--- config.mk ---
export PLATFORM = sky130hd
export DESIGN_NAME = qws_divider
export DESIGN_NICKNAME = d
export VERILOG_FILES = /design/src/hdl/qws_pkg.sv /design/src/hdl/qws_divider.sv
export SDC_FILE = /design/constraint.sdc
export NUM_CORES = 1
export LEC_CHECK = 0
export CORE_ASPECT_RATIO = 0.9
export CORE_UTILIZATION = 35
export CTS_BUF_LIST = sky130_fd_sc_hd__clkbuf_8 sky130_fd_sc_hd__clkbuf_16
export DETAILED_ROUTE_END_ITERATION = 7
export DONT_BUFFER_PORTS = 1
export PLACE_DENSITY = 0.59
export REMOVE_ABC_BUFFERS = 1
export SYNTH_ARGS = -nofsm -noshare
export SYNTH_HDL_FRONTEND = slang
export SYNTH_SLANG_ARGS = --single-unit
--- constraint.sdc ---
create_clock -name clk -period 3.6 [get_ports clk]
set_clock_uncertainty 0.1 [all_clocks]
set_input_delay 0.54 -clock clk [delete_from_list [all_inputs] [get_ports clk]]
set_output_delay 0.54 -clock clk [all_outputs]
set_load 0.02 [all_outputs]
--- src/hdl/qws_pkg.sv ---
`timescale 1ns / 1ps
// qws_pkg: shared widths, limits and register codes for the queue wait statistics block.
// No dependencies; imported by qws_divider and queue_wait_statistics.
package qws_pkg;

  // field and statistic widths
  localparam int ARR_W    = 5;   // arrivals field
  localparam int RATE_W   = 5;   // service_rate register
  localparam int SERVED_W = 5;   // served_now field
  localparam int STAMP_W  = 32;  // tick counter, stamps, waits
  localparam int SUM_W    = 48;  // running wait sum
  localparam int DATA_W   = 32;  // config bus data
  localparam int ADDR_W   = 3;   // config bus address

  // per-tick limits
  localparam logic [ARR_W-1:0]  MAX_ARRIVALS = ARR_W'(16);
  localparam logic [RATE_W-1:0] MAX_RATE     = RATE_W'(16);

  // register indexes (byte address = 4 * index)
  localparam int REG_IDX_W = 1;
  localparam logic [REG_IDX_W-1:0] REG_SERVICE_RATE = 1'b0;

  // service rate after reset
  localparam logic [RATE_W-1:0] RATE_RESET = RATE_W'(1);

endpackage

--- src/hdl/qws_divider.sv ---
`timescale 1ns / 1ps
// qws_divider: restoring divider, one quotient bit per cycle, for the mean wait.
// Depends on qws_pkg for the sum and stamp widths.
module qws_divider (
  input  logic                        clk,
  input  logic                        rst,
  input  logic                        start,
  input  logic [qws_pkg::SUM_W-1:0]   dividend,
  input  logic [qws_pkg::STAMP_W-1:0] divisor,
  output logic                        done,
  output logic [qws_pkg::SUM_W-1:0]   quotient
);
  import qws_pkg::*;

  localparam int CNT_W = $clog2(SUM_W);

  logic                busy;
  logic [CNT_W-1:0]    step;
  logic [SUM_W-1:0]    acc;     // dividend shifts out, quotient shifts in
  logic [STAMP_W-1:0]  rem;
  logic [STAMP_W:0]    shifted;
  logic [STAMP_W:0]    diff;
  logic                q_bit;

  // one trial subtract per cycle
  always_comb begin
    shifted = {rem, acc[SUM_W-1]};
    diff    = shifted - {1'b0, divisor};
    q_bit   = (shifted >= {1'b0, divisor});
  end

  // control
  always_ff @(posedge clk) begin
    if (rst) begin
      busy <= 1'b0;
      done <= 1'b0;
      step <= '0;
    end else begin
      done <= 1'b0;
      if (start) begin
        busy <= 1'b1;
        step <= '0;
      end else if (busy) begin
        step <= step + CNT_W'(1);
        if (step == CNT_W'(SUM_W - 1)) begin
          busy <= 1'b0;
          done <= 1'b1;
        end
      end
    end
  end

  // datapath
  always_ff @(posedge clk) begin
    if (start) begin
      acc <= dividend;
      rem <= '0;
    end else if (busy) begin
      acc <= {acc[SUM_W-2:0], q_bit};
      rem <= q_bit ? diff[STAMP_W-1:0] : shifted[STAMP_W-1:0];
    end
  end

  assign quotient = acc;

endmodule
==> out/results.ini, run 1 <==
[run_status]
status=completed

[layout]
ff_latch_area_sq_um=2240
final_area_sq_um=6230
fin_cells=796
diodes=0
nNetsFinal=701
mostFrequentLayoutCells=62 x nor2_1, 48 x mux2_2, 48 x edfxtp_1
multi_input_area_sq_um=3180
nFillCells=1616
drive_gt1_share_pct=14.1
layout_commonest_cell=nor2_1
syn2layout_area_growth_pct=8.38

[yosys]
synth_edf_count=48
synth_area_sq_um=5750
ys_seq_area_share_pct=39.0
yosysWarnings=0
ys_seq_elements=88
netlist-cell-type-count=59
synth_top_family_by_area=compound AO/OA/AOI/OAI gates
synth-xor-area-share_pct=4.73
synth-adder-area-share_pct=7.53
synthMuxAreaShare_pct=15.0
synthSimpleGateAreaFrac_pct=13.0
synth_area_per_cell_sq_um=9.66
synth_compound_area_share_pct=15.1
async_reset_ff_share_pct=0
synth_flop_cell=edfxtp_1
syn_inst=595

[clock_network]
numClockSinks=88
numCtsBuffers=9
cts_max_level=3
cts.repair.resized=0
clk_latency_ns=0.34
cts_root_buf=clkbuf_16
cts_setup_buffers=0
hold_buffers=0
cts_tree=built
path_clk_slew_ns=0.06
cts_buffer_depth=2

[placement]
dp_hpwl_um=9970
dp_cells=780
io_buffers=0
place_area_sq_um=5920
gp_congestion=0.918
pre_cts_ws_ns=0.168

[global_routing]
antenna_found_initial=0
grt_overflow_total=0
track_usage_pct=15.8
grt_pass1_wl_um=20700
first_global_vias=4137
grt_max_degree=79

[detailed_routing]
num_vias=4322
drt-vias-per-instance=5.43
drc=0
wl_um=13400
wl_per_cell_um=16.9
final_antenna_net_count=0
drt_first_pass_iters=4
detail_route.iter0.violations=248

[setup_path]
crit_fanout=3
rrSetupSlack_ns=0.34
startpoint_type=flop
cp.required_ns=3.71
end_kind=flop
path_class=flop to flop
critPathArrivalTime_ns=3.38

[sta]
tightest_slew_ns=1.02
fin_ws_ns=0.336
slew-limit-headroom_pct=31.9
hold_violations=0
rsz0062_at_grt=false
fin_setup_tns_ns=0
setup_viol=0
min_period_ns=3.26
max_freq_mhz=306
period_share_pct=90.7
finalMaxSlewViolations=0

[floorplanning]
die_y_um=124
die_area_sq_um=16900
initial_core_util_pct=35.7
row_count=44
io_pins=132
core-area_sq_um=16100
fp.dieW_um=137

[worst_hold_path]
hold_path.class=input port to flop

[pwr]
irDropWorstVdd_mv=0.239
leakagePower_nw=2.57
p_total_mw=2.94
p_per_area_nw_per_um2=473

[job]
cap_violations=0

-- state kept, by name, summed over array words and instances, names as in the netlist --
| register | cells |
|---|---|
| quotient | 48 |
| step | 6 |
| done | 1 |
| busy | 1 |
| rem | 32 |
-- cell usage after synthesis, types with 2 or more instances --
cell / n / area [sq um]
a211o_1: 2 / 17.5
a211oi_1: 25 / 188
a21o_1: 7 / 52.6
a21oi_1: 36 / 180
a221oi_1: 3 / 26.3
a311oi_1: 2 / 17.5
a31o_2: 2 / 17.5
a31oi_1: 4 / 25.0
and2_1: 2 / 12.5
and3_1: 3 / 18.8
buf_1: 4 / 15.0
buf_12: 3 / 60.1
clkbuf_1: 24 / 90.1
dfxtp_1: 40 / 801
edfxtp_1: 48 / 1440
ha_1: 33 / 413
inv_1: 41 / 154
mux2_1: 3 / 33.8
mux2_2: 48 / 541
mux2i_1: 29 / 290
nand2_1: 36 / 135
nand2b_1: 5 / 31.3
nand3_1: 12 / 60.1
nand4_1: 6 / 37.5
nor2_1: 62 / 233
nor2b_1: 3 / 18.8
nor3_1: 11 / 55.1
nor4_1: 6 / 37.5
o211ai_1: 3 / 22.5
o21a_1: 3 / 22.5
o21ai_0: 20 / 100
o21ai_1: 9 / 45.0
o21bai_1: 3 / 22.5
or3_1: 3 / 18.8
xnor2_1: 20 / 175
xor2_1: 11 / 96.3
-- where the power goes --
part / total (mW) / internal (mW) / switching [mW]
sequential: 1.31 / 1.17 / 0.134
clock: 0.960 / 0.559 / 0.400
combinational: 0.679 / 0.307 / 0.372
-- layer usage --
layer	wire length [um]	vias up	GRT usage (%)	share of wire [%]
li1	-	2147	-	-
met1	6390	2066	21.3	48
met2	6330	98	25.1	47
met3	603	11	3.44	4.5
met4	115	0	4.67	0.86
met5	0	-	0	0
-- final timing paths --
| path | startpoint | to | depth (start not counted) |
|---|---|---|---|
| setup / recovery | quotient[47] | rem[16] | 12 |
| hold / removal | rst | busy | 1 |
| setup reg to reg | quotient[47] | rem[16] | 12 |
| hold reg to reg | rem[19] | rem[19] | 2 |
-- logic make-up (layout without fill, tap and decap cells) --
| group | Yosys count | in the layout |
|---|---|---|
| AND/OR/NAND/NOR | 158 | 158 |
| AO/OA/AOI/OAI | 132 | 132 |
| flip-flops | 88 | 88 |
| multiplexers | 80 | 80 |
| buffers and inverters | 72 | 66 |
| adder cells (fa/ha/maj) | 34 | 34 |
| XOR/XNOR | 31 | 31 |
-- cell type report --
type	instances	area share [%]
well taps	207	4.16
clock buffers	10	3.84
multi-input cells	435	51.1
inverters	41	2.47
clock inverters	6	1.08
repair buffers	9	1.29
flip-flops and latches	88	36.0
-- through the flow --
stage	utilization (%)	hold slack, ns
2_1_floorplan	-	0.342
3_3_place_gp	36.8	0.356
3_5_place_dp	36.8	0.365
4_1_cts	38.7	0.134
5_1_grt	38.7	0.136
6_report	38.7	0.150
-- worst max-delay path, cell delays in order (launching register included) --
cell and delay (ns):
edfxtp_1 0.37, inv_1 0.08, ha_1 0.24, fa_1 0.41, nand2b_1 0.19, a211o_1 0.31, a31oi_1 0.27, a221oi_1 0.20
buf_4 0.19, o41ai_1 0.45, xnor2_1 0.13, mux2i_1 0.14, o21ai_1 0.07
(Power assumes the default switching activity.)
==> run 2, diff against run 1 <==
--- a/config.mk
+++ b/config.mk
@@ -5,6 +5,7 @@
 export SDC_FILE = /design/constraint.sdc
 export NUM_CORES = 1
 export LEC_CHECK = 0
+export ABC_AREA = 1
 export CORE_ASPECT_RATIO = 0.9
 export CORE_UTILIZATION = 35
 export CTS_BUF_LIST = sky130_fd_sc_hd__clkbuf_8 sky130_fd_sc_hd__clkbuf_16
==> run 2 against run 1 <==
Area after synthesis grew 17%. Global-route usage grew 2.8 points. First-iteration DRC count grew 67%. Maximum frequency grew 25%. Critical path type unchanged. Core utilization is essentially flat. Via count grew 40%. Critical endpoint is now rem[24]. Flip-flop and latch count is the same. Sequential power shrank 5%. Die area grew 16%. Worst hold slack gained 0.11 ns.
==> out/results.ini, run 2 <==
[setup_path]
critPathArrivalTime_ns=2.77
cp.required_ns=3.76
path_class=flop to flop
startpoint_type=flop
end_kind=flop
crit_fanout=4
rrSetupSlack_ns=1.0

[floorplanning]
core-area_sq_um=18600
initial_core_util_pct=36.1
die_y_um=133
io_pins=132
die_area_sq_um=19700
row_count=47
fp.dieW_um=148

[pwr]
p_per_area_nw_per_um2=341
irDropWorstVdd_mv=0.192
leakagePower_nw=3.92
p_total_mw=2.45

[placement]
pre_cts_ws_ns=0.761
gp_congestion=0.964
dp_hpwl_um=13900
io_buffers=0

[yosys]
ys_seq_elements=88
synthTopCellsByCount=463 x nand2_1, 183 x inv_1, 71 x nand3_1
async_reset_ff_share_pct=0
synth_largest_type_area_fraction_pct=25.9
synth_area_leaders=nand2_1 26%, edfxtp_1 22%, dfxtp_1 12%, inv_1 10%, ha_1 6.2%
ys_seq_area_share_pct=33.5
yosysWarnings=0
synth_area_per_cell_sq_um=6.42
synth_top_area_cell=nand2_1
syn_inst=1043
synth_area_sq_um=6700
yosysMostFrequentCell=nand2_1
synth_edf_count=48
synth_flop_cell=edfxtp_1
netlist-cell-type-count=38

[layout]
syn2layout_area_growth_pct=7.54
drive_gt1_share_pct=5.77
nNetsFinal=1151
largest_reg_flops=48
layout_commonest_cell=nand2_1
diodes=0
mostFrequentLayoutCells=463 x nand2_1, 182 x inv_1, 71 x nand3_1

[sta]
tightest_slew_ns=0.716
max_freq_mhz=384
setup_viol=0
period_share_pct=72.4
rsz0062_at_grt=false
hold_ws_ns=0.255
fin_setup_tns_ns=0
finalMaxSlewViolations=0
min_period_ns=2.60
hold_violations=0
fin_ws_ns=0.995
slew-limit-headroom_pct=52.2

[clock_network]
hold_buffers=0
cts_max_level=3
cts_tree=built
cts.repair.resized=0
cts_buffer_depth=2
numCtsBuffers=9
cts_root_buf=clkbuf_16
path_clk_slew_ns=0.09
clk_latency_ns=0.36
cts_setup_buffers=0
numClockSinks=88

[detailed_routing]
detail_route.iter0.violations=415
drt_first_pass_iters=5
drc=0
wl_per_cell_um=13.8
num_vias=6043
wl_um=17700
final_antenna_net_count=0
drt-vias-per-instance=4.71

[global_routing]
track_usage_pct=18.6
grt_pass1_wl_um=29000
grt_max_degree=53
first_global_vias=5730
antenna_found_initial=0
grt_overflow_total=0

[job]
cap_violations=0

[run_status]
status=completed

[worst_hold_path]
hold_path.class=input port to flop

run 2: changes by cell type after synthesis, sizes merged, moves of 12 or more:
| cell | before | now |
|---|---|---|
| a21oi | 36 | 21 |
| nand3 | 12 | 83 |
| a211oi | 25 | 0 |
| nor2 | 62 | 50 |
| inv | 41 | 185 |
| mux2 | 51 | 0 |
| nand2 | 38 | 473 |
| mux2i | 29 | 0 |
| o21ai | 29 | 17 |
run 2: routing by layer:
| metal | global-route usage, % | up-vias | wire (um) |
|---|---|---|---|
| met5 | 0 | - | 0 |
| met2 | 29.0 | 119 | 7810 |
| met3 | 2.98 | 32 | 773 |
| li1 | - | 3186 | - |
| met1 | 25.8 | 2706 | 8670 |
| met4 | 6.64 | 0 | 403 |
run 2: layout make-up:
| class | instances | area (sq um) |
|---|---|---|
| sequential | 88 | 2240 |
| clock buffer | 9 | 225 |
| multi-input combinational | 739 | 3600 |
| tap | 245 | 307 |
| clock inverter | 7 | 72.6 |
| fill | 2049 | 11400 |
| inverter | 189 | 709 |
| timing repair buffer | 7 | 52.6 |
run 2: cells by family after synthesis:
| logic type | synth area share [%] |
|---|---|
| adder cells (fa/ha/maj) | 6.46 |
| AO/OA/AOI/OAI | 3.75 |
| XOR/XNOR | 1.83 |
| buffers and inverters | 12.9 |
| AND/OR/NAND/NOR | 41.6 |
| flip-flops | 33.5 |
run 2: path summary, 6_finish.rpt:
check | from | endpoint | depth (start not counted)
setup / recovery | quotient[47] | rem[24] | 15
hold reg to reg | rem[21] | rem[21] | 2
hold / removal | rst | busy | 3
setup reg to reg | quotient[47] | rem[24] | 15
run 2: worst max-delay path, cell delays in order (launching register included):
cell	delay, ns
edfxtp_1	0.49
inv_1	0.10
ha_1	0.22
fa_1	0.43
inv_1	0.13
nand3_1	0.07
nand3_1	0.20
nand2_1	0.08
nand2_1	0.18
nand2_1	0.13
nand3_1	0.10
nand2_1	0.05
nand2_1	0.07
nand2_1	0.05
nand3_1	0.07
nand2_1	0.05
run 2: stage by stage:
step,std cells,util [%],instance area (sq um)
global placement,1268,37.2,6910
finish,1284,38.8,7210
detailed placement,1268,37.2,6910
floorplan,1016,-,6550
global route,1284,38.8,7210
CTS,1284,38.8,7210
run 2: report_power, final:
part | switching (mW) | internal [mW] | leakage (nW)
sequential | 0.113 | 1.14 | 0.815
combinational | 0.161 | 0.0771 | 2.96
clock | 0.476 | 0.490 | 0.143
total | 0.750 | 1.70 | 3.92
